### config.mk
export PLATFORM = sky130hd
export DESIGN_NAME = sobsq_window
export DESIGN_NICKNAME = d
export VERILOG_FILES = /design/src/sobsq_pkg.sv /design/src/sobsq_window.sv
export SDC_FILE = /design/constraint.sdc
export NUM_CORES = 1
export LEC_CHECK = 0
export BUFFER_PORTS_ARGS = -buffer_cell sky130_fd_sc_hd__buf_4
export CAP_MARGIN = 30
export CORE_MARGIN = 8
export CORE_UTILIZATION = 44
export CTS_CLUSTER_SIZE = 8
export DETAILED_ROUTE_END_ITERATION = 7
export GPL_TIMING_DRIVEN = 0
export PLACE_DENSITY = 0.68
export SYNTH_ARGS = -nofsm -noshare
export SYNTH_HDL_FRONTEND = slang
export SYNTH_SLANG_ARGS = --single-unit
### constraint.sdc
create_clock -name clk -period 11.22 [get_ports clk]
set_input_delay 1.122 -clock clk [delete_from_list [all_inputs] [get_ports clk]]
set_output_delay 1.122 -clock clk [all_outputs]
set_load 0.1 [all_outputs]
### src/sobsq_pkg.sv
// ----------------------------------------------------------------------------
// sobsq_pkg
// Shared types and constants for the Sobel squared-magnitude pipeline.
// ----------------------------------------------------------------------------
package sobsq_pkg;

  // Line geometry
  localparam int MAX_WIDTH = 1024;
  localparam int MIN_WIDTH = 3;
  localparam int COL_W     = $clog2(MAX_WIDTH);
  localparam int WIDTH_W   = 11;

  // Data widths
  localparam int PIX_W  = 8;
  localparam int GRAD_W = 10;
  localparam int SQ_W   = 2 * GRAD_W;
  localparam int MAG_W  = 21;

  localparam logic [WIDTH_W-1:0] LINE_WIDTH_RESET = WIDTH_W'(640);

  // Input beat
  typedef struct packed {
    logic [PIX_W-1:0] pixel;
    logic             start_of_frame;
  } in_beat_t;

  // Result beat
  typedef struct packed {
    logic [MAG_W-1:0] magnitude_sq;
    logic [MAG_W-1:0] frame_max;
  } out_beat_t;

  // Two stored rows at one column: older (top) and newer (mid)
  typedef struct packed {
    logic [PIX_W-1:0] top;
    logic [PIX_W-1:0] mid;
  } lines_t;

  // Per-pixel control decided at accept time
  typedef struct packed {
    logic [COL_W-1:0] col;
    logic             sof;
    logic             has_result;
  } ctrl_t;

  // Control carried down the later stages
  typedef struct packed {
    logic sof;
    logic has_result;
  } flag_t;

endpackage

### src/sobsq_window.sv
// ----------------------------------------------------------------------------
// sobsq_window
// 3x3 window columns and the Sobel gradient magnitudes |Gx| and |Gy|.
// ----------------------------------------------------------------------------
module sobsq_window (
  input  logic                          clk,
  input  logic                          rst_n,
  input  logic                          shift,
  input  sobsq_pkg::lines_t             lines,
  input  logic [sobsq_pkg::PIX_W-1:0]   pixel,
  output logic [sobsq_pkg::GRAD_W-1:0]  gx,
  output logic [sobsq_pkg::GRAD_W-1:0]  gy
);

  logic [sobsq_pkg::PIX_W-1:0]  lt_r, lm_r, lb_r, ct_r, cm_r, cb_r;
  logic [sobsq_pkg::GRAD_W-1:0] right, left, upper, lower;
  logic [sobsq_pkg::GRAD_W-1:0] gx_nxt, gy_nxt, gx_r, gy_r;

  function automatic logic [sobsq_pkg::GRAD_W-1:0] wsum(
    input logic [sobsq_pkg::PIX_W-1:0] a,
    input logic [sobsq_pkg::PIX_W-1:0] b,
    input logic [sobsq_pkg::PIX_W-1:0] c
  );
    return sobsq_pkg::GRAD_W'(a) + (sobsq_pkg::GRAD_W'(b) << 1) + sobsq_pkg::GRAD_W'(c);
  endfunction

  function automatic logic [sobsq_pkg::GRAD_W-1:0] absdiff(
    input logic [sobsq_pkg::GRAD_W-1:0] a,
    input logic [sobsq_pkg::GRAD_W-1:0] b
  );
    return (a >= b) ? (a - b) : (b - a);
  endfunction

  // Weighted 1-2-1 column and row sums
  assign right  = wsum(lines.top, lines.mid, pixel);
  assign left   = wsum(lt_r, lm_r, lb_r);
  assign upper  = wsum(lt_r, ct_r, lines.top);
  assign lower  = wsum(lb_r, cb_r, pixel);
  assign gx_nxt = absdiff(right, left);
  assign gy_nxt = absdiff(upper, lower);

  // Window shift
  always_ff @(posedge clk) begin
    if (!rst_n) begin
      lt_r <= '0;
      lm_r <= '0;
      lb_r <= '0;
      ct_r <= '0;
      cm_r <= '0;
      cb_r <= '0;
    end else if (shift) begin
      lt_r <= ct_r;
      lm_r <= cm_r;
      lb_r <= cb_r;
      ct_r <= lines.top;
      cm_r <= lines.mid;
      cb_r <= pixel;
    end
  end

  // Gradient register
  always_ff @(posedge clk) begin
    if (shift) begin
      gx_r <= gx_nxt;
      gy_r <= gy_nxt;
    end
  end

  assign gx = gx_r;
  assign gy = gy_r;

endmodule

# --- After elaboration in Yosys (flattened, before gate mapping) ---
# Cells that the tools add are included.
word_totals:
  ff_bits: 68
  input_bits: 27
  word_cells: 24
op_classes:
  n_addsub: 12
  order_cmp: 2
  n_mux: 2
ops:
  columns: ["operator", "n"]
  rows:
  - ["adder 10 x 8 -> 10 bit", 4]
  - ["adder 8 x 9 -> 10 bit", 4]
  - ["subtractor 10 bit", 4]
  - ["greater-or-equal comparator 10 bit", 2]
  - ["2-to-1 mux 10 bit", 2]

# --- Logic depth before layout (Yosys ltp) ---
logic_depth:
  ltp_word: 4
  depth_mapped: 20

# --- Least setup slack after synthesis ---
# OpenSTA, ideal clock, no wires.
synth_timing:
  kind: "input to register"
  from: "in lines[0] (netlist name)"
  to: "reg gx_r (netlist bit gx[6]), data pin"
  setup_ps: 256
  arrival_time_ps: 4747
  path_slack_ps: 6217
  path_stages: 18
  path_cell_list: "inv_1 > fa_1 > inv_1 > ha_1 > fa_1 > a21o_1 > a21oi_1 > o21ai_1 > a21oi_1 > xnor2_1 > ha_1 > buf_6 > nand3_2 > nor2_1 > a311o_1 > o21ai_4 > mux2_4 > xor2_2"
synth_between:
  elab_chain_cells: 4
  elab_cells_between_ends: 6
  cone_classes: "4 x add/sub; 1 x order compare; 1 x mux"
synth_rtl:
  columns: ["item", "line_no", "text"]
  rows:
  - ["start: declaration", "sobsq_window.sv:9", "input sobsq_pkg::lines_t lines,"]
  - ["adder 8 x 9 -> 10 bit (*)", "sobsq_window.sv:24", "return sobsq_pkg::GRAD_W'(a) + (sobsq_pkg::GRAD_W'(b) << 1) + sobsq_pkg::GRAD_W'(c);"]
  - ["adder 10 x 8 -> 10 bit (*)", "sobsq_window.sv:24", null]
  - ["subtractor 10 bit or greater-or-equal comparator 10 bit (tied branches)", "sobsq_window.sv:31", "return (a >= b) ? (a - b) : (b - a);"]
  - ["2-to-1 mux 10 bit (*)", "sobsq_window.sv:31", null]
  - ["named net gx_nxt, one bit", "sobsq_window.sv:17", "logic [sobsq_pkg::GRAD_W-1:0] gx_nxt, gy_nxt, gx_r, gy_r;"]
  - ["end signal: assignment", "sobsq_window.sv:64", "gx_r <= gx_nxt;"]
  - ["end: declaration", "sobsq_window.sv:17", null]
# Mark *: on every way through the listed nets, which the timed path passes. The rest lies on a longest branch.
# A chain may end at the register's enable or synchronous reset.

# --- Worst setup path after layout ---
layout_timing:
  from: "in lines[9] (netlist name)"
  to: "reg gx_r (netlist bit gx[6]), data pin"
# The elaborated chain is that of the path after synthesis.

==> impl_metrics.py <==
metrics = {
    "run_status": {
        "status": "complete, no violations",
    },
    "final_layout": {
        "fin_nets": 781,
        "instances_no_fill": 825,
        "drive_gt1_frac": 0.136,
        "area_growth_syn_to_layout_pct": 14.4,
        "stdcell_area_um2": 6890,
        "antenna_cells": 0,
    },
    "routing": {
        "ant_nets": 0,
        "firstDrtPassIters": 4,
        "vias_per_cell": 5.14,
        "route.detailed.drc": 0,
        "drtIter0Drc": 214,
        "wire_per_inst_um": 15.5,
        "route.vias.total": 4239,
        "routed_wl_um": 12800,
    },
    "clock_network": {
        "cts_hold_buf": 0,
        "cts_setup_buffers": 0,
        "cts_buffers": 9,
        "root_buffer": "clkbuf_16",
        "ctsHtreeMaxLevel": 3,
        "cts_tree": "yes",
        "cts.sinks": 68,
        "path_clk_slew_ns": 0.06,
        "clock_tree.buffer_depth": 2,
        "cts_resized": 0,
        "clk_latency_ns": 0.34,
    },
    "global_route": {
        "grt_start_max_net_pins": 22,
        "antenna_found_initial": 0,
        "grt_pass1_wl_um": 21400,
        "first_global_vias": 4384,
        "grt-ovfl-total": 0,
        "grt_util_all_layers": 0.150,
    },
    "timing": {
        "holdWs_ns": 0.515,
        "fin_crit_sh": 0.460,
        "finalClockSkew_ns": 0.00459,
        "finalHoldViolCount": 0,
        "setup_viol": 0,
        "finalCriticalPeriod_ns": 5.16,
        "rsz0062_at_grt": "false",
        "timing.final.ws_setup_ns": 6.06,
        "relSlewSlack": 0.415,
        "slew_violations": 0,
        "tightestPinTransition_ns": 0.878,
        "timing.fmax_mhz": 194,
        "tns_ns": 0,
    },
    "placement": {
        "place_ws_ns": 5.69,
        "dp.cells": 809,
        "portBuffers": 45,
        "placed_area_um2": 6580,
        "gp_congestion": 0.841,
        "dp_hpwl_um": 10400,
    },
    "power_and_ir_drop": {
        "power_density_nw_per_um2": 230,
        "power_leakage_nw": 3.42,
        "peakVddDrop_mv": 0.135,
    },
    "logic_synthesis": {
        "ys_seq_area_frac": 0.259,
        "synth_nets": 725,
        "syn_inst": 588,
        "synth_seq_cells": 68,
        "synth_ff_type": "dfxtp_1",
        "syn_area_um2": 6020,
        "synth_edf_count": 20,
        "postSynthAreaPerCell_um2": 10.2,
        "ys_async_sr_fraction": 0,
        "synth.distinct_cells": 47,
        "yosys_warnings": 0,
    },
    "setup_path": {
        "critPathRequiredTime_ns": 11.31,
        "crit_path_max_incr_delay_ns": 0.53,
        "critPathCaptureType": "register",
        "crit_type": "in2reg",
        "crit_fanout": 8,
        "critPathLaunchType": "input pin",
        "cp_slowest_cell": "fa_1",
        "arrival_ns": 5.25,
        "cp_cell_sequence": "buf_4, inv_1, fa_1, inv_1, ha_1, fa_1, a21o_1, a21oi_1, o21ai_1, a21oi_1, xnor2_1, ha_1, buf_6, nand3_2, nor2_1, a311o_1, o21ai_4, mux2_4, xor2_2",
    },
    "floorplan": {
        "dieArea_um2": 17700,
        "start_util": 0.453,
        "num_rows": 42,
        "die_w_um": 133,
        "dieHeight_um": 133,
        "ios": 47,
        "fp.coreArea_um2": 13300,
    },
    "min_path": {
        "hp-class": "reg2reg",
    },
    "flow_run": {
        "cap_violations": 0,
    },
}
## registers in the layout, indices dropped and copies added (netlist names)
register and flops:
lb_r 8, cm_r 8, cb_r 8, gx 10, ct_r 8, gy 10, lt_r 8, lm_r 8
## critical path, delay by kind of cell
| family | cells | cell delay (ns) |
|---|---|---|
| AOI/OAI and AO/OA | 6 | 1.53 |
| xor gates and xnor gates | 2 | 0.31 |
| adders and majority gates | 4 | 1.45 |
| buffers and inverters | 4 | 0.35 |
| muxes | 1 | 0.35 |
| and+or+nand+nor | 2 | 0.11 |
## stage by stage
stage               power (mW)  utilization
global route              1.68        0.518
CTS                       1.59        0.518
finish                    1.59        0.518
detailed placement        1.29        0.495
global placement          1.28        0.495
floorplan                 1.12            -
## final timing paths
check / start / endpoint / slack (ns) / depth (start not counted)
worst max-delay path: lines[9] / gx[6] / 6.06 / 19
worst min-delay path: cm_r[7] / lm_r[7] / 0.52 / 2
worst max register to register: lt_r[1] / gy[3] / 6.64 / 17
worst min register to register: cm_r[7] / lm_r[7] / 0.52 / 2
## cell families (layout without fill, tap and decap cells)
group	count (synthesis)	count (layout)	share of synthesized area
compound gates	115	115	0.139
xor+xnor	46	46	0.0682
fa+ha+maj	110	110	0.273
buf+inv	85	146	0.0607
flops	68	68	0.259
mux	62	62	0.104
simple gates	102	102	0.0958
## Yosys cell counts, types with 17 or more instances
| master | number | share of area |
|---|---|---|
| nand2_1 | 17 | 0.011 |
| inv_1 | 65 | 0.041 |
| edfxtp_1 | 20 | 0.10 |
| dfxtp_1 | 48 | 0.16 |
| mux2i_1 | 61 | 0.10 |
| ha_1 | 74 | 0.15 |
| nor2b_1 | 53 | 0.055 |
| fa_1 | 36 | 0.12 |
| a21o_1 | 34 | 0.042 |
| xnor2_1 | 21 | 0.031 |
| a21oi_1 | 25 | 0.021 |
| xor2_1 | 24 | 0.035 |
## final cells by class
type | instances | area [um2]
repair buffers | 45 | 338
inverters | 65 | 244
clock inverters | 3 | 15.0
fillers | 1173 | 6410
multi-input cells | 435 | 4090
flip-flops and latches | 68 | 1560
plain buffers | 20 | 121
clock buffers | 13 | 293
well taps | 176 | 220
## layout by cell type (no fill, tap or decap), types with 17 or more instances in the layout
cell type   n
dfxtp_1    48
xor2_1     24
inv_1      65
fa_1       36
mux2i_1    61
nor2b_1    53
xnor2_1    21
edfxtp_1   20
buf_4      45
a21o_1     34
nand2_1    17
a21oi_1    25
ha_1       74
## power breakdown
group	switching (mW)	internal, mW
registers	0.0153	0.323
logic	0.620	0.337
clock network	0.109	0.182
total	0.744	0.841
## metal layers
layer | track usage | vias to the layer above | part of all wire
met5 | 0 | - | 0
met4 | 0.0637 | 0 | 0.021
met3 | 0.0257 | 15 | 0.039
met2 | 0.242 | 85 | 0.46
met1 | 0.194 | 2007 | 0.48
li1 | - | 2132 | -
Note: power is estimated with default switching activity, not from simulation.
