## src/sobsq_pkg.sv

```systemverilog
// ----------------------------------------------------------------------------
// sobsq_pkg
// Shared types and constants for the Sobel squared-magnitude pipeline.
// ----------------------------------------------------------------------------
package sobsq_pkg;

  // Line geometry
  localparam int MAX_WIDTH = 1024;
  localparam int MIN_WIDTH = 3;
  localparam int COL_W     = $clog2(MAX_WIDTH);
  localparam int WIDTH_W   = 11;

  // Data widths
  localparam int PIX_W  = 8;
  localparam int GRAD_W = 10;
  localparam int SQ_W   = 2 * GRAD_W;
  localparam int MAG_W  = 21;

  localparam logic [WIDTH_W-1:0] LINE_WIDTH_RESET = WIDTH_W'(640);

  // Input beat
  typedef struct packed {
    logic [PIX_W-1:0] pixel;
    logic             start_of_frame;
  } in_beat_t;

  // Result beat
  typedef struct packed {
    logic [MAG_W-1:0] magnitude_sq;
    logic [MAG_W-1:0] frame_max;
  } out_beat_t;

  // Two stored rows at one column: older (top) and newer (mid)
  typedef struct packed {
    logic [PIX_W-1:0] top;
    logic [PIX_W-1:0] mid;
  } lines_t;

  // Per-pixel control decided at accept time
  typedef struct packed {
    logic [COL_W-1:0] col;
    logic             sof;
    logic             has_result;
  } ctrl_t;

  // Control carried down the later stages
  typedef struct packed {
    logic sof;
    logic has_result;
  } flag_t;

endpackage

```

## src/sobsq_ctrl.sv

```systemverilog
// ----------------------------------------------------------------------------
// sobsq_ctrl
// Column and row tracking; gives the line buffer column and result flag of
// the pixel being accepted.
// ----------------------------------------------------------------------------
module sobsq_ctrl (
  input  logic                           clk,
  input  logic                           rst_n,
  input  logic                           accept,
  input  logic                           sof,
  input  logic [sobsq_pkg::WIDTH_W-1:0]  line_width,
  output sobsq_pkg::ctrl_t               ctrl
);

  logic [sobsq_pkg::COL_W-1:0]   col_r, col_nxt, col_cur;
  logic [1:0]                    rows_r, rows_nxt, rows_cur;
  logic [sobsq_pkg::WIDTH_W-1:0] width_eff;
  logic                          last_col;

  // Clamp configured width to the supported range
  always_comb begin
    if (line_width < sobsq_pkg::WIDTH_W'(sobsq_pkg::MIN_WIDTH)) begin
      width_eff = sobsq_pkg::WIDTH_W'(sobsq_pkg::MIN_WIDTH);
    end else if (line_width > sobsq_pkg::WIDTH_W'(sobsq_pkg::MAX_WIDTH)) begin
      width_eff = sobsq_pkg::WIDTH_W'(sobsq_pkg::MAX_WIDTH);
    end else begin
      width_eff = line_width;
    end
  end

  // Start of frame restarts position before this pixel is placed
  assign col_cur  = sof ? '0 : col_r;
  assign rows_cur = sof ? 2'd0 : rows_r;
  assign last_col = (sobsq_pkg::WIDTH_W'(col_cur) + sobsq_pkg::WIDTH_W'(1)) >= width_eff;

  assign ctrl.col        = col_cur;
  assign ctrl.sof        = sof;
  assign ctrl.has_result = rows_cur[1] && (col_cur >= sobsq_pkg::COL_W'(2));

  // Next position; rows saturate at two
  always_comb begin
    col_nxt  = col_cur + sobsq_pkg::COL_W'(1);
    rows_nxt = rows_cur;
    if (last_col) begin
      col_nxt = '0;
      if (!rows_cur[1]) begin
        rows_nxt = rows_cur + 2'd1;
      end
    end
  end

  always_ff @(posedge clk) begin
    if (!rst_n) begin
      col_r  <= '0;
      rows_r <= 2'd0;
    end else if (accept) begin
      col_r  <= col_nxt;
      rows_r <= rows_nxt;
    end
  end

endmodule

```

## config.mk

```make
export PLATFORM = sky130hd
export DESIGN_NAME = sobsq_ctrl
export DESIGN_NICKNAME = d
export VERILOG_FILES = /design/src/sobsq_pkg.sv /design/src/sobsq_ctrl.sv
export SDC_FILE = /design/constraint.sdc
export NUM_CORES = 1
export LEC_CHECK = 0
export ABC_AREA = 1
export BUFFER_PORTS_ARGS = -buffer_cell sky130_fd_sc_hd__buf_2
export CAP_MARGIN = 20
export CORE_ASPECT_RATIO = 0.7
export CORE_UTILIZATION = 54
export CTS_CLUSTER_SIZE = 30
export DETAILED_ROUTE_END_ITERATION = 16
export GPL_ROUTABILITY_DRIVEN = 0
export PLACE_DENSITY_LB_ADDON = 0.08
export SLEW_MARGIN = 30
export SYNTH_ARGS = -nofsm -noshare
export SYNTH_HDL_FRONTEND = slang
export SYNTH_SLANG_ARGS = --single-unit
```

## constraint.sdc

```tcl
create_clock -name clk -period 3.6 [get_ports clk]
set_input_delay 0.18 -clock clk [delete_from_list [all_inputs] [get_ports clk]]
set_output_delay 0.18 -clock clk [all_outputs]
set_load 0.01 [all_outputs]
```

After elaboration in Yosys (flattened, before gate mapping). Cells that the tools add are included.

Reductions and logical operators: 1. Order comparisons: 4. Mux-type cells: 7. $add $sub $neg: 3.

Operators by type and width (number): two-way mux 11 bit (2); two-way mux 10 bit (2); adder 10 x 1 -> 11 bit (second input constant) (1); >= comparator 11 bit (1); > comparator 11 bit (second input constant) (1); less-than comparator 11 x 2 -> 1 bit (second input constant) (1); adder 10 x 1 -> 10 bit (second input constant) (1); >= comparator 10 x 2 -> 1 bit (second input constant) (1); two-way mux 2 bit (3); adder 2 x 1 -> 2 bit (second input constant) (1); logical AND 1 bit (1).

Word-level logic and storage cells: 17. Register bits after elaboration: 12. Output and inout port bits: 12.

Logic depth before layout (Yosys ltp).
Word-level depth: 5. Mapped depth: 20. Depth with buffers taken out: 20.

Worst setup path before layout. No wires, ideal clock.

Kind: reg2reg. Start: register col_r[0] in the netlist's numbering. End: register col_r[7] in the netlist's numbering. Data required time: 3533 ps. Arrival time: 2583 ps. Slack: 949 ps. Cell stages (with the launch flop): 19. Cell sequence: dfxtp_1 -> inv_1 -> nor2_1 -> ha_1 -> nand2_2 -> nor2_4 -> nand4_1 -> nand2_1 -> inv_2 -> ha_1 -> nand2_1 -> nand2_1 -> nand2_1 -> nand2_1 -> nor2_1 -> nand3_1 -> nor2_2 -> nand2_1 -> a21oi_2.

RTL lines: from (decl) (line sobsq_ctrl.sv:15) `logic [sobsq_pkg::COL_W-1:0] col_r, col_nxt, col_cur;`; from (signal assigned) (line sobsq_ctrl.sv:57) `col_r <= col_nxt;`.

Worst setup path in the final report.
Start: register col_r[0] in the netlist's numbering. End: register col_r[6] in the netlist's numbering.

Cells in the longest elaborated chain, start to end: 4. Elaborated cells on any way between the ends: 5. Classes of those cells: 2 x add/sub; 1 x order compare; 2 x mux.

RTL lines: two-way mux 10 bit (*) (line sobsq_ctrl.sv:32) `assign col_cur = sof ? '0 : col_r;`; adder 10 x 1 -> 11 bit (line sobsq_ctrl.sv:34) `assign last_col = (sobsq_pkg::WIDTH_W'(col_cur) + sobsq_pkg::WIDTH_W'(1)) >= width_eff;`; >= comparator 11 bit (line sobsq_ctrl.sv:34); two-way mux 10 bit (*) (line sobsq_ctrl.sv:44) `if (last_col) begin`.

Mark *: on every way between the ends. The rest lies on a longest branch, timed or not. A chain may end at the register's enable or synchronous reset.

==> flow_summary_export.csv <==
group,metric,value,unit
setup_path,largest_fanout_on_the_critical_path,10,
power_and_ir_drop,power_report.internal_total,0.217,mW
worst_hold_path,worstHoldPathCells,3,
power_and_ir_drop,seq_power_share,43.7,%
placed_design,portBuffers,26,
sta,final_hold_viol_count,0,
clocking,clock-root-buffer,"sky130_fd_sc_hd__clkbuf_4",
synthesis,ys_seq_elements,12,
synthesis,synth-xor-area-share,2.79,%
synthesis,synth_area_leaders,"sky130_fd_sc_hd__nand2_1 20%, sky130_fd_sc_hd__dfxtp_1 19%, sky130_fd_sc_hd__ha_1 14%",
sta,finalSetupTns,0,ns
clocking,insertion_delay,0.29,ns
run_status,outcome,"finished clean",
clocking,clk_transition_reported_paths,0.09,ns
global_route,grt_pass1_wl,5290,um
synthesis,post-synth-top-area-cell,"sky130_fd_sc_hd__nand2_1",
finish,mostFrequentLayoutCell,"sky130_fd_sc_hd__nand2_1",
power_and_ir_drop,power.static_leakage,0.772,nW
synthesis,netlist.area_leader.share,19.8,%
floorplan,die_width,59.6,um
global_route,gr-total-overflow,0,
setup_path,worst_path_most_repeated_cell,"sky130_fd_sc_hd__nand2_1",
sta,worst_pin_slew,0.430,ns
sta,report.final.setup_viol,0,
synthesis,syn_inst,206,
routing,wl,3180,um
run,cap_violations,0,
finish,ff_latch_area,240,um2
synthesis,synth_fp_nets,235,
finish,filler_cell_count,213,
finish,drive_gt1_share,21.5,%
synthesis,mappedNetlistArea,1250,um2
routing,post-route-drc-count,0,
sta,slew_violations,0,
placed_design,place_area,1410,um2
power_and_ir_drop,combPwrFrac,19.1,%
setup_path,worst_setup_end_kind,"flip-flop",
setup_path,worst-endpoint-required,3.81,ns
power_and_ir_drop,power_switching,0.0953,mW
setup_path,worst-r2r-cell-count,18,
worst_hold_path,worst_hold_path.endpoint,"rows_r[0]",
finish,area_delta_synth_final,15.3,%
finish,nets,263,
clocking,cts.path.max_buffers,2,
setup_path,cp.arrival,3.27,ns
routing,detailedRoute.firstIterationViolations,76,
setup_path,rr_startpoint,"col_r[0]",
sta,rsz0062_at_grt,"no",
setup_path,r2r-end,"col_r[6]",
placed_design,place.detailed.instances,261,
setup_path,critical_path_class,"reg2reg",
synthesis,synth-simple-area-share,43.8,%
finish,most-common-layout-cells,"66 x sky130_fd_sc_hd__nand2_1, 27 x sky130_fd_sc_hd__inv_1, 26 x sky130_fd_sc_hd__buf_2",
routing,overall_via_count_from_detail_route,1376,
finish,layoutNonFillerInstCount,265,
routing,avgViaCountPerCell,5.19,
setup_path,path_buf_inv,2,
routing,drt-pass1-iter-count,4,
clocking,tritoncts,"done",
power_and_ir_drop,clock_power_share,37.2,%
clocking,htree_levels,1,
power_and_ir_drop,netSwitchingFraction,30.6,%
synthesis,main_combinational_cell_family_by_area_after_synthesis,"simple AND/OR/NAND/NOR gates",
setup_path,path_cells,"inv_1 > nor2_1 > ha_1 > nand2_2 > nor2_4 > nand4_1 > nand2_1 > inv_2 > ha_1 > nand2_1 > nand2_1 > nand2_1 > nand2_1 > nor2_1 > nand3_1 > nor2_2 > nand2_1 > a21oi_1",
global_route,grt_start_max_net_pins,14,
synthesis,synth_compound_gate_area_share,9.08,%
sta,period_needed,3.05,ns
floorplan,design.core.area,2170,um2
clocking,post-cts-setup-buffer-count,0,
clocking,cts-buffers-inserted,3,
placed_design,hpwlAfterDp,2590,um
routing,detail-route-antenna-nets,0,
global_route,first_global_vias,1164,
clocking,cts_repair_resize_count,0,
sta,period_share,84.8,%
finish,stdcell_area,1450,um2
synthesis,yosys-mux-area-fraction,0,%
finish,insertedDiodeCount,0,
sta,max-slew-margin-rel,71.3,%
synthesis,seq_area_frac_synth,19.2,%
sta,clock-skew-final,0.0132,ns
power_and_ir_drop,cellPowerDensity,216,nW/um2
synthesis,syn-mean-instance-area,6.09,um2
clocking,clock_sink_count,12,
floorplan,ioPinCount,27,
floorplan,floorplan.initialDensity,57.7,%
setup_path,critical-path-max-stage-delay,0.41,ns
global_route,grt_util_all_layers,28.1,%
setup_path,reg2reg_slack,0.55,ns
synthesis,yosys_warnings,0,
floorplan,die_height,42.3,um
floorplan,floorplan.die_area,2520,um2
floorplan,row_count,14,
sta,fmax,327,MHz
sta,timing.hold.ws,0.184,ns
worst_hold_path,worstHoldStart,"accept",
synthesis,post_synth_num_cell_types,29,
worst_hold_path,path_category_of_the_worst_min_delay_check,"in2reg",
routing,wire_per_inst,12.0,um
setup_path,critical-path-top-delay-family,"simple AND/OR/NAND/NOR gates",
synthesis,synth_fa_ha_area_share,14.0,%
setup_path,timing.critical_path.slowest_stage_cell,"sky130_fd_sc_hd__dfxtp_1",
global_route,antenna_found_initial,0,
finish,multi_input_area,873,um2
setup_path,setup.worst_path.start_class,"flip-flop",
clocking,postCtsHoldBufs,0,
power_and_ir_drop,vdd.ir_drop.worst,252,uV
==> worst max path at each step <==
| stage | startpoint | depth (start not counted) | slack, ns | end |
|---|---|---|---|---|
| after floorplan | col_r[0] | 18 | 0.95 | col_r[7] |
| after global placement | col_r[0] | 18 | 0.73 | col_r[6] |
| after detailed placement | col_r[0] | 18 | 0.66 | col_r[6] |
| after CTS | col_r[0] | 18 | 0.58 | col_r[6] |
| after global routing | col_r[0] | 17 | 0.23 | col_r[2] |
| final | col_r[0] | 18 | 0.55 | col_r[6] |
==> metrics by stage <==
step	setup slack [ns]	power, mW	utilization, %
detailed placement	0.657	0.198	64.9
CTS	0.584	0.312	66.5
global route	0.226	0.329	66.5
finish	0.546	0.312	66.5
floorplan	0.949	0.176	-
global placement	0.734	0.196	64.9
==> synthesized netlist by cell type <==
cell,instances
sky130_fd_sc_hd__inv_2,3
sky130_fd_sc_hd__a21o_1,1
sky130_fd_sc_hd__dfxtp_1,12
sky130_fd_sc_hd__xor2_1,3
sky130_fd_sc_hd__nor4_1,2
sky130_fd_sc_hd__a21oi_1,14
sky130_fd_sc_hd__nand2_2,3
sky130_fd_sc_hd__nand2_1,66
sky130_fd_sc_hd__inv_4,2
sky130_fd_sc_hd__nand3_4,1
sky130_fd_sc_hd__buf_4,1
sky130_fd_sc_hd__nand4_1,3
sky130_fd_sc_hd__nor2_4,1
sky130_fd_sc_hd__a31oi_1,1
sky130_fd_sc_hd__nor3_2,1
sky130_fd_sc_hd__ha_1,14
sky130_fd_sc_hd__a21oi_2,1
sky130_fd_sc_hd__o21ai_0,1
sky130_fd_sc_hd__nor3_1,4
sky130_fd_sc_hd__nor2_1,21
sky130_fd_sc_hd__a211oi_1,1
sky130_fd_sc_hd__o21ai_2,1
sky130_fd_sc_hd__clkbuf_1,2
sky130_fd_sc_hd__nand3_1,12
sky130_fd_sc_hd__xnor2_1,1
sky130_fd_sc_hd__or2_2,1
sky130_fd_sc_hd__nand2_4,2
sky130_fd_sc_hd__inv_1,27
sky130_fd_sc_hd__nor2_2,4
==> layer usage <==
layer | vias up | GRT usage [%] | wire length, um
met4 | 0 | 2.79 | 9
met3 | 2 | 5.86 | 238
met2 | 47 | 40.7 | 1340
met1 | 617 | 43.7 | 1590
li1 | 710 | - | -
met5 | - | 0 | 0
==> tightest hold or removal path: cells and delay by family <==
kind | cells | cell delay, ns
AND/OR/NAND/NOR | 1 | 0.07
AO/OA/AOI/OAI | 1 | 0.06
buffers and inverters | 1 | 0.11
==> power by group through the flow <==
| stage | registers [mW] | logic, mW | clock network, mW |
|---|---|---|---|
| after floorplan | 0.139 | 0.0368 | 0 |
| after global placement | 0.139 | 0.0568 | 0 |
| after detailed placement | 0.139 | 0.0585 | 0 |
| after CTS | 0.136 | 0.0587 | 0.117 |
| after global routing | 0.137 | 0.0677 | 0.125 |
| final | 0.136 | 0.0595 | 0.116 |
==> sequential cells by signal, indices dropped and copies added, names as in the netlist <==
signal	flops
col_r	10
rows_r	2
==> logic make-up (layout without fill, tap and decap cells) <==
family,count (synthesis),in the layout
adders and majority gates,14,14
AOI/OAI and AO/OA,20,20
and+or+nand+nor,121,121
DFF,12,12
xor gates and xnor gates,4,4
buffers and inverters,35,62
==> layout make-up <==
class,instances,area share [%]
clock buffers,4,2.51
inverters,32,8.66
multi-input cells,159,60.4
flip-flops and latches,12,16.6
repair buffers,26,9.00
well taps,32,2.77
(Power assumes the default switching activity.)
