## src/sobsq_pkg.sv

```systemverilog
// ----------------------------------------------------------------------------
// sobsq_pkg
// Shared types and constants for the Sobel squared-magnitude pipeline.
// ----------------------------------------------------------------------------
package sobsq_pkg;

  // Line geometry
  localparam int MAX_WIDTH = 1024;
  localparam int MIN_WIDTH = 3;
  localparam int COL_W     = $clog2(MAX_WIDTH);
  localparam int WIDTH_W   = 11;

  // Data widths
  localparam int PIX_W  = 8;
  localparam int GRAD_W = 10;
  localparam int SQ_W   = 2 * GRAD_W;
  localparam int MAG_W  = 21;

  localparam logic [WIDTH_W-1:0] LINE_WIDTH_RESET = WIDTH_W'(640);

  // Input beat
  typedef struct packed {
    logic [PIX_W-1:0] pixel;
    logic             start_of_frame;
  } in_beat_t;

  // Result beat
  typedef struct packed {
    logic [MAG_W-1:0] magnitude_sq;
    logic [MAG_W-1:0] frame_max;
  } out_beat_t;

  // Two stored rows at one column: older (top) and newer (mid)
  typedef struct packed {
    logic [PIX_W-1:0] top;
    logic [PIX_W-1:0] mid;
  } lines_t;

  // Per-pixel control decided at accept time
  typedef struct packed {
    logic [COL_W-1:0] col;
    logic             sof;
    logic             has_result;
  } ctrl_t;

  // Control carried down the later stages
  typedef struct packed {
    logic sof;
    logic has_result;
  } flag_t;

endpackage

```

## src/sobsq_mag.sv

```systemverilog
// ----------------------------------------------------------------------------
// sobsq_mag
// Squares the gradients, sums them, tracks the frame maximum and holds the
// result register.
// ----------------------------------------------------------------------------
module sobsq_mag (
  input  logic                          clk,
  input  logic                          rst_n,
  input  logic                          load_sq,
  input  logic [sobsq_pkg::GRAD_W-1:0]  gx,
  input  logic [sobsq_pkg::GRAD_W-1:0]  gy,
  input  logic                          load_out,
  input  sobsq_pkg::flag_t              flags,
  input  logic                          out_ready,
  output logic                          out_valid,
  output sobsq_pkg::out_beat_t          out_data
);

  logic [sobsq_pkg::SQ_W-1:0]  sqx_r, sqy_r;
  logic [sobsq_pkg::MAG_W-1:0] mag, max_r, max_nxt;
  logic                        out_valid_r;
  sobsq_pkg::out_beat_t        out_data_r;

  // Squares
  always_ff @(posedge clk) begin
    if (load_sq) begin
      sqx_r <= sobsq_pkg::SQ_W'(gx) * sobsq_pkg::SQ_W'(gx);
      sqy_r <= sobsq_pkg::SQ_W'(gy) * sobsq_pkg::SQ_W'(gy);
    end
  end

  // Sum and running maximum
  assign mag     = sobsq_pkg::MAG_W'(sqx_r) + sobsq_pkg::MAG_W'(sqy_r);
  assign max_nxt = (mag > max_r) ? mag : max_r;

  always_ff @(posedge clk) begin
    if (!rst_n) begin
      max_r <= '0;
    end else if (load_out) begin
      if (flags.sof) begin
        max_r <= '0;
      end else if (flags.has_result) begin
        max_r <= max_nxt;
      end
    end
  end

  // Result register
  always_ff @(posedge clk) begin
    if (!rst_n) begin
      out_valid_r <= 1'b0;
    end else if (load_out) begin
      out_valid_r <= flags.has_result;
    end else if (out_ready) begin
      out_valid_r <= 1'b0;
    end
  end

  always_ff @(posedge clk) begin
    if (load_out && flags.has_result) begin
      out_data_r.magnitude_sq <= mag;
      out_data_r.frame_max    <= max_nxt;
    end
  end

  assign out_valid = out_valid_r;
  assign out_data  = out_data_r;

endmodule
```

## config.mk

```make
export PLATFORM = sky130hd
export DESIGN_NAME = sobsq_mag
export DESIGN_NICKNAME = d
export VERILOG_FILES = /design/src/sobsq_pkg.sv /design/src/sobsq_mag.sv
export SDC_FILE = /design/constraint.sdc
export NUM_CORES = 1
export LEC_CHECK = 0
export BUFFER_PORTS_ARGS = -buffer_cell sky130_fd_sc_hd__buf_2
export CORE_MARGIN = 3
export CORE_UTILIZATION = 50
export CTS_CLUSTER_SIZE = 40
export DETAILED_ROUTE_END_ITERATION = 7
export PLACE_DENSITY = 0.68
export REMOVE_ABC_BUFFERS = 1
export SLEW_MARGIN = 30
export SYNTH_ARGS = -nofsm -noshare
export SYNTH_HDL_FRONTEND = slang
export SYNTH_SLANG_ARGS = --single-unit
```

## constraint.sdc

```tcl
create_clock -name clk -period 13.9 [get_ports clk]
set_clock_uncertainty 0.1 [all_clocks]
set_input_delay 1.39 -clock clk [delete_from_list [all_inputs] [get_ports clk]]
set_output_delay 1.39 -clock clk [all_outputs]
set_load 0.1 [all_outputs]
```

Yosys cells after proc, flatten, opt, wreduce, memory -nomap -nowiden. Index checks and enable logic that the tools add are counted.

Bitwise operators: 0. Div/mod/pow operators: 0. Multiply operators: 2. Equal/unequal tests: 0. Reduce and logical (&&, ||, !) cells: 4. $add $sub $neg: 1. Multiplexer cells: 5. Order comparisons: 1. Shift-type cells: 0.

Operators by type and width (number): $mux 21 (3); $mul 10x10->20 (2); $add 20x20->21 (1); $gt 21x21->1 (1); $reduce_bool 2->1 (2); $mux 1 (2); $reduce_and 2->1 (1); $logic_and 1x1->1 (1).

Bits in registers: 104. Input port bits: 27. Memories: 0. Latch bits: 0. ROM bits: 0. Logic and storage cells: 19. Output and inout port bits: 43. Memory bits (writable): 0.

Depth between registers and ports, before layout. Gate-level depths: netlist (run 1).

Depth after elaboration: 5. Gate-level depth with buffers: 20. Mapped depth without buffers: 19.

Least setup slack after synthesis (run 1). No wires, ideal clock.

Kind: input -> register. From: in gy[9] (netlist name). To: reg sqy_r[19] (netlist name), data pin. Setup time: 0.262 ns. Cell stages on the path: 18. Data required time: 13.538 ns. Path buffers: 1. Slack: 7.501 ns. Arrival: 6.037 ns. Cells stage by stage: clkbuf_1 > nand2_1 > fa_1 > fa_1 > inv_1 > fa_1 > fa_1 > inv_1 > fa_1 > inv_1 > ha_1 > or3_1 > o21ai_0 > nor3_1 > or3_1 > a31o_2 > a21oi_1 > xor2_1.

Cells in the longest elaborated chain, start to end: 1.

RTL lines: start: declaration (line sobsq_mag.sv:11) `input logic [sobsq_pkg::GRAD_W-1:0] gy,`; $mul 10x10->20 (line sobsq_mag.sv:28) `sqy_r <= sobsq_pkg::SQ_W'(gy) * sobsq_pkg::SQ_W'(gy);`; end signal: assignment (line sobsq_mag.sv:28); end: declaration (line sobsq_mag.sv:19) `logic [sobsq_pkg::SQ_W-1:0] sqx_r, sqy_r;`.

Every way passes these cells. A chain may end at the register's enable or synchronous reset.

Final worst setup path (run 1).
From: in gy[0] (netlist name). To: reg sqy_r[17] (netlist name), data pin.

The elaborated chain is that of the path after synthesis.

==> results of run 1 <==
-- final cells by class --
class | instances | area, um^2
Clock buffer | 11 | 232.7
Clock inverter | 5 | 42.54
Fill cell | 1660 | 8303
Inverter | 156 | 585.6
Multi-Input combinational cell | 653 | 6319
Sequential cell | 102 | 2843
Tap cell | 260 | 325.3
Timing Repair Buffer | 72 | 367.9
-- per-stage QoR --
step                      instances  setup slack, ns  hold slack, ns
after floorplan                 911            7.766          0.3496
after global placement         1243            7.352          0.3638
after detailed placement       1243            7.267          0.3671
after CTS                      1259            7.616          0.3766
after global routing           1259            7.343          0.3926
final                          1259            7.610          0.3682
-- logic make-up after synthesis --
family	after synthesis	share of synthesized area, %
fa+ha+maj	229	36.32
simple gates	209	10.89
buf+inv	178	6.809
compound gates	138	9.724
flops	102	28.92
xor+xnor	58	5.167
mux	19	2.164
-- worst max-delay path, delay by kind of cell --
family,cells,cell delay [ns]
fa+ha+maj,6,2.89
simple gates,4,1.03
compound gates,3,0.44
buf+inv,4,0.36
xor+xnor,1,0.17
-- how the worst max path moves through the flow --
stage | to | slack, ns | cells past startpoint
floorplan | sqy_r[19] | 7.77 | 17
global placement | sqy_r[17] | 7.35 | 18
detailed placement | sqy_r[17] | 7.27 | 18
CTS | sqy_r[17] | 7.62 | 18
global route | sqx_r[19] | 7.34 | 17
finish | sqy_r[17] | 7.61 | 18
-- routing by layer --
metal	share of wire, %	global-route usage (%)	up-vias	wire length [um]
met2	48	29.34	91	8395
met1	48	23.86	3040	8451
met4	0.89	3.575	0	155
met3	2.5	1.304	11	429
met5	0	0	-	0
li1	-	-	3274	-
-- state kept, by name (all words and copies together) (netlist names) --
| name | count |
|---|---|
| sqy_r | 19 |
| sqx_r | 19 |
| max_r | 21 |
| out_data | 42 |
| out_valid | 1 |
-- layout by cell type, fill, tap and decap left out, types with 6 or more instances in the layout --
cell	n
inv_1	156
ha_1	135
fa_1	94
edfxtp_1	80
buf_2	69
and2_1	57
nand2_1	55
xnor2_1	39
a21oi_1	38
nor2_1	30
dfxtp_1	22
a22o_1	21
o21ai_0	20
xor2_1	19
mux2_2	18
a21o_1	17
nor3_1	14
nor2b_1	14
nand3_1	11
clkbuf_16	9
and3_1	8
nand4_1	7
o21bai_1	6
==> results_dict.tcl, run 1 <==
set metrics [dict create \
    status "finished, final reports clean" \
    dr.pass1.iters 4 \
    n_antenna_cell 0 \
    hold_path_startpoint "out_valid" \
    drive_above_1_share_pct 11.61 \
    end_kind "flip-flop" \
    track_usage_pct 17.04 \
    syn_avg_cell_area_um2 10.54 \
    worstPathRequired_ns 13.88 \
    nets 1250 \
    drc 0 \
    grt_pass1_vias 6444 \
    max_stage_delay_ns 0.55 \
    crit_chain "buf_2 > nand2_1 > fa_1 > fa_1 > inv_1 > fa_1 > fa_1 > inv_1 > fa_1 > inv_1 > ha_1 > or3_1 > o21ai_0 > nor3_1 > or3_1 > a21oi_1 > o21ai_0 > xor2_1" \
    worstMarginPinSlew_ns 0.8684 \
    setup_viol 0 \
    grt_max_degree 44 \
    clk_latency_ns 0.34 \
    tns_ns 0 \
    cpMaxStageDelayCell "fa_1" \
    dpl.hpwl_um 14350 \
    cts.sinks 102 \
    start_util_pct 51.69 \
    ff2ff_path_depth 16 \
    synthArstFlopShare_pct 0 \
    yosysTopAreaCell "edfxtp_1" \
    timing.final.crit_period_ns 6.290 \
    fmax_mhz 159.0 \
    clkSlewWorstSetupHoldPaths_ns 0.07 \
    fin_area_um2 10720 \
    hp-class "reg -> reg" \
    placementRows 50 \
    clockRootBuffer "clkbuf_16" \
    synth-warning-count 0 \
    postPlaceCellArea_um2 10440 \
    crit_type "in -> reg" \
    fp.dieArea_um2 21380 \
    synth_most_common_cell "inv_1" \
    holdPathStages 2 \
    cts_max_level 3 \
    maxSlewViolCount 0 \
    synth_area_leaders "edfxtp_1, fa_1, ha_1" \
    chipHeight_um 146.2 \
    hold_end "out_valid" \
    gp_congestion 0.8438 \
    yosys-top-cells-count "inv_1, ha_1, fa_1" \
    vias_per_cell 5.096 \
    rsz0062_at_grt "no" \
    vias 6416 \
    cts.repair.resized 0 \
    wl_per_cell_um 13.85 \
    synthCells 933 \
    area_growth_pct 8.999 \
    clk_path_buf_depth 2 \
    wl_um 17430 \
    reg2reg_from "sqx_r[3]" \
    fin_crit_sh_pct 45.25 \
    cp-start-kind "input port" \
    hold_viol_final 0 \
    cts_tree "built" \
    cpMostUsedCell "fa_1" \
    cp.arrival_ns 6.27 \
    synth_enable_flop_cells 80 \
    yosysUniqueCellTypes 52 \
    cts_buffers 9 \
    netlist_area_um2 9831 \
    drtIter0Drc 330 \
    antenna_left 0 \
    synth.top_cell.area_share_pct 24.44 \
    io_pins 70 \
    die_w_um 146.2 \
    synthFlopType "edfxtp_1" \
    maxCapViolCount 0 \
    coreArea_um2 19020 \
    r2r_end "max_r[12]" \
    post_cts_buffers 0 \
    cp_max_fo 15 \
    fin_util_pct 56.34 \
    antenna_found_initial 0 \
    grt_first_pass_wirelength_um 30410 \
    critPathLaunch "gy[0]" \
    ys_ff_latch 102 \
    r2r_slack_ns 8.72 \
    yosysSeqAreaShare_pct 28.92 \
    cts_hold_buf 0 \
    timing.slew.headroom_pct 42.11 \
    grt_remaining_overflow 0 \
    port_buffers 69 \
]
Power of run 1 is not shown: default switching activity piles up to over one toggle a cycle in this logic, so the estimate is an artifact.
==> inputs of run 2 (changes only) <==
ABC_AREA = 1   (was default)
clock period = 5.97 ns   (was 13.9 ns; I/O delays follow)
==> run 2 against run 1 <==
Sequential share of layout area decreased by 1.8 points. Setup slack got worse by 6.6 ns. Flip-flop and latch count unchanged. Critical path depth is the same. Register-to-register slack worse by 6.7 ns. Largest cell class unchanged.
==> results_dict.tcl, run 2 <==
set metrics [dict create \
    rsz0062_at_grt "no" \
    synthCells 1267 \
    fin_crit_sh_pct 82.75 \
    track_usage_pct 18.26 \
    cts.sinks 102 \
    max_stage_delay_ns 0.55 \
    synthArstFlopShare_pct 0 \
    hp-class "reg -> reg" \
    cts_hold_buf 0 \
    vias_per_cell 4.960 \
    synth_most_common_cell "nand2_1" \
    wl_um 20420 \
    synth-warning-count 0 \
    ys_ff_latch 102 \
    vias 7891 \
    regArea_um2 2843 \
    yosysSeqAreaShare_pct 26.70 \
    nFillCells 1919 \
    fmax_mhz 202.4 \
    final_cell_mix "nand2_1, inv_1, ha_1, fa_1, edfxtp_1" \
    drtIter0Drc 372 \
    maxCapViolCount 0 \
    cts_tree "built" \
    post_cts_buffers 0 \
    chipHeight_um 151.9 \
    tns_ns 0 \
    dr.pass1.iters 5 \
    maxSlewViolCount 0 \
    cpMaxStageDelayCell "fa_1" \
    antenna_left 0 \
    drive_above_1_share_pct 7.721 \
    cp.arrival_ns 4.95 \
    timing.slew.headroom_pct 42.82 \
    clockRootBuffer "clkbuf_16" \
    yosys-top-cells-count "nand2_1, inv_1, ha_1" \
    worstPathRequired_ns 5.98 \
    n_antenna_cell 0 \
    clk_latency_ns 0.35 \
    port_buffers 69 \
    start_util_pct 51.79 \
    mostFrequentLayoutCell "nand2_1" \
    synth_enable_flop_cells 80 \
    yosysUniqueCellTypes 40 \
    end_kind "flip-flop" \
    crit_type "in -> reg" \
    dpl.hpwl_um 16880 \
    cts_buffers 9 \
    worstMarginPinSlew_ns 0.8578 \
    setup_viol 0 \
    io_pins 70 \
    grt_pass1_vias 8006 \
    netlist_area_um2 10650 \
    cts.repair.resized 0 \
    synth.top_cell.area_share_pct 22.56 \
    crit_chain "buf_2 > nand2_1 > fa_1 > fa_1 > inv_1 > fa_1 > fa_1 > inv_1 > fa_1 > inv_1 > ha_1 > a21oi_1 > o21ai_0 > nand2_1 > nand4_1 > nand3_1 > nand3_1 > xor2_1" \
    fp.dieArea_um2 23080 \
    grt_first_pass_wirelength_um 36100 \
    clk_path_buf_depth 2 \
    cts_max_level 3 \
    syn_avg_cell_area_um2 8.404 \
    antenna_found_initial 0 \
    drc 0 \
    grt_max_degree 43 \
    largest_reg_flops 42 \
    timing.final.crit_period_ns 4.940 \
    coreArea_um2 20560 \
    clkSlewWorstSetupHoldPaths_ns 0.08 \
    cpMostUsedCell "fa_1" \
    wl_per_cell_um 12.83 \
    synth_area_leaders "edfxtp_1, fa_1, ha_1" \
    die_w_um 151.9 \
    cp_max_fo 10 \
    hold_viol_final 0 \
    placementRows 52 \
    gp_congestion 0.8808 \
    grt_remaining_overflow 0 \
    yosysTopAreaCell "edfxtp_1" \
    cp-start-kind "input port" \
    status "finished, final reports clean" \
    nets 1573 \
    area_growth_pct 7.943 \
    synthFlopType "edfxtp_1" \
    multi_input_area_um2 6680 \
]
==> run 2: through the flow <==
step	util (%)	area, um^2	setup slack (ns)	hold WS (ns)	std cells
4_1_cts	55.88	11490	1.024	0.3675	1591
5_1_grt	55.90	11490	0.7284	0.3884	1591
3_5_place_dp	54.53	11210	0.6732	0.3552	1576
6_report	55.90	11490	1.030	0.3676	1591
3_3_place_gp	54.53	11210	0.7328	0.3481	1576
2_1_floorplan	-	10510	1.142	0.3453	1235
==> run 2: area by class of cell <==
cell class | count | share of cell area [%]
multi-input combinational | 868 | 58.12
sequential | 102 | 24.73
inverter | 265 | 8.654
timing repair buffer | 71 | 3.135
tap | 270 | 2.939
clock buffer | 9 | 1.960
clock inverter | 6 | 0.4572
==> run 2: worst paths after layout <==
check | startpoint | end | slack, ns | depth (start not counted)
setup / recovery | gy[9] | sqy_r[18] | 1.03 | 18
hold / removal | max_r[17] | max_r[17] | 0.37 | 2
hold reg to reg | max_r[17] | max_r[17] | 0.37 | 2
setup reg to reg | sqy_r[3] | out_data[13] | 2.05 | 23
==> run 2: cells by family (layout without fill, tap and decap cells) <==
logic type | count (synthesis) | count (layout) | share of synthesized area [%]
xor gates and xnor gates | 54 | 54 | 4.442
buffers and inverters | 297 | 351 | 10.63
DFF | 102 | 102 | 26.70
and+or+nand+nor | 450 | 450 | 17.50
adders and majority gates | 229 | 229 | 33.54
AOI/OAI and AO/OA | 135 | 135 | 7.191
==> run 2: critical path, delay by kind of cell <==
kind | cells | cell delay, ns
AO/OA/AOI/OAI | 2 | 0.28
XOR/XNOR | 1 | 0.14
adder cells (fa/ha/maj) | 6 | 2.98
buffers and inverters | 4 | 0.35
AND/OR/NAND/NOR | 5 | 0.60
==> run 2: metal layers <==
metal  track usage, %  up-vias  wire length [um]
met5                0        -                 0
met4            5.522        0               449
met3            2.247       32               628
met2            31.41      122              9912
met1            24.30     3667              9425
li1                 -     4070                 -
Power of run 2 is left out for the same reason.
==> inputs of run 3 (changes only) <==
clock period = 5.2 ns   (was 5.97 ns; I/O delays follow)
==> run 3 against run 2 <==
Wire length decreased by 1.3%. Non-clock buffer count increased by 5. Critical path depth decreased by 1. Via count increased by 0.38%. Global-route usage decreased by 0.21 points. Count of clock-buffer cells in the layout increased by 2. Final cell count increased by 0.38%. Core utilization increased by 0.37 points. Setup slack got worse by 0.64 ns. Register-to-register slack got worse by 0.71 ns. Highest routed layer unchanged.
==> results_dict.tcl, run 3 (synthesis gave the netlist of run 2 again) <==
set metrics [dict create \
    final_cell_mix "nand2_1, inv_1, ha_1, fa_1, edfxtp_1" \
    cp_max_fo 10 \
    antenna_found_initial 0 \
    holdPathStages 4 \
    cts_max_level 3 \
    wl_per_cell_um 12.61 \
    chipHeight_um 151.9 \
    cts_hold_buf 0 \
    drc 0 \
    clk_path_buf_depth 2 \
    fin_cells 1597 \
    drive_above_1_share_pct 8.139 \
    end_kind "flip-flop" \
    r2r_slack_ns 1.34 \
    cp.arrival_ns 4.81 \
    fmax_mhz 208.0 \
    cts.repair.resized 0 \
    post_cts_buffers 0 \
    hold_viol_final 0 \
    largest_reg_flops 42 \
    drtIter0Drc 396 \
    die_w_um 151.9 \
    cp-start-kind "input port" \
    r2r_end "out_data[13]" \
    io_pins 70 \
    cts_buffers 9 \
    hold_path_startpoint "out_ready" \
    fin_crit_sh_pct 92.45 \
    wl_um 20140 \
    n_antenna_cell 0 \
    crit_type "in -> reg" \
    worstPathRequired_ns 5.20 \
    clk_latency_ns 0.35 \
    grt_pass1_vias 7742 \
    cts_tree "built" \
    fp.dieArea_um2 23080 \
    vias_per_cell 4.960 \
    start_util_pct 51.79 \
    coreArea_um2 20560 \
    dp_cells 1581 \
    worstMarginPinSlew_ns 0.8313 \
    reg2reg_from "sqy_r[12]" \
    maxSlewViolCount 0 \
    dr.pass1.iters 8 \
    gp_congestion 0.8924 \
    area_growth_pct 8.649 \
    clkSlewWorstSetupHoldPaths_ns 0.08 \
    mostFrequentLayoutCell "nand2_1" \
    placementRows 52 \
    hp-class "in -> reg" \
    rsz0062_at_grt "no" \
    grt_first_pass_wirelength_um 35510 \
    nets 1578 \
    clockRootBuffer "clkbuf_16" \
    status "finished, final reports clean" \
    track_usage_pct 18.05 \
    tns_ns 0 \
    maxCapViolCount 0 \
    port_buffers 69 \
    timing.final.crit_period_ns 4.808 \
    grt_max_degree 43 \
    ff2ff_path_depth 20 \
    grt_remaining_overflow 0 \
    vias 7921 \
    hold_end "out_valid" \
    timing.slew.headroom_pct 44.58 \
    antenna_left 0 \
    cts.sinks 102 \
    setup_viol 0 \
    dpl.hpwl_um 16780 \
]
-- run 3: changes by cell type in the layout (fill, tap and decap cells not counted) --
cell	before	now
buf_4	2	7
inv_6	4	1
clkbuf_16	9	10
clkbuf_8	0	1
clkinv_4	2	3
clkinv_8	0	1
-- run 3: area by class of cell --
cell class              instances  area, um^2
clock buffers                  11       264.0
well taps                     270       337.8
repair buffers                 76       397.9
clock inverters                 5       51.30
flip-flops and latches        102        2843
fillers                      1901        8991
multi-input cells             868        6680
inverters                     265       994.7
-- run 3: worst max-delay path, stage by stage --
cell and delay (ns):
buf_2 0.19, nand2_1 0.12, fa_1 0.48, fa_1 0.54, inv_1 0.05, fa_1 0.50, fa_1 0.54, inv_1 0.05
fa_1 0.53, inv_1 0.04, ha_1 0.34, nand2_1 0.12, nor2_1 0.20, inv_1 0.06, o21ai_1 0.25, a21oi_1 0.13
xnor2_1 0.14
-- run 3: metal layers --
layer | share of wire (%) | global-route usage [%] | up-vias
met1 | 47 | 24.41 | 3653
met4 | 2.1 | 5.522 | 0
met3 | 3.6 | 2.162 | 24
met5 | 0 | 0 | -
li1 | - | - | 4096
met2 | 47 | 30.61 | 148
-- run 3: stage by stage --
stage	setup WS, ns	hold WS (ns)	utilization (%)	instance area, um^2
after CTS	0.4083	0.3036	56.24	11560
after floorplan	0.4491	0.3453	-	10510
final	0.3923	0.3081	56.27	11570
after detailed placement	0.03959	0.3539	54.71	11250
after global routing	0.1290	0.3413	56.27	11570
after global placement	0.1066	0.3483	54.71	11250
-- run 3: worst max path at each step --
| stage | startpoint | end | slack [ns] |
|---|---|---|---|
| floorplan | gy[9] | sqy_r[15] | 0.45 |
| global placement | gy[0] | sqy_r[12] | 0.11 |
| detailed placement | gy[2] | sqy_r[15] | 0.04 |
| CTS | gy[2] | sqy_r[15] | 0.41 |
| global route | gy[2] | sqy_r[13] | 0.13 |
| finish | gy[2] | sqy_r[15] | 0.39 |
Power of run 3 is left out for the same reason.
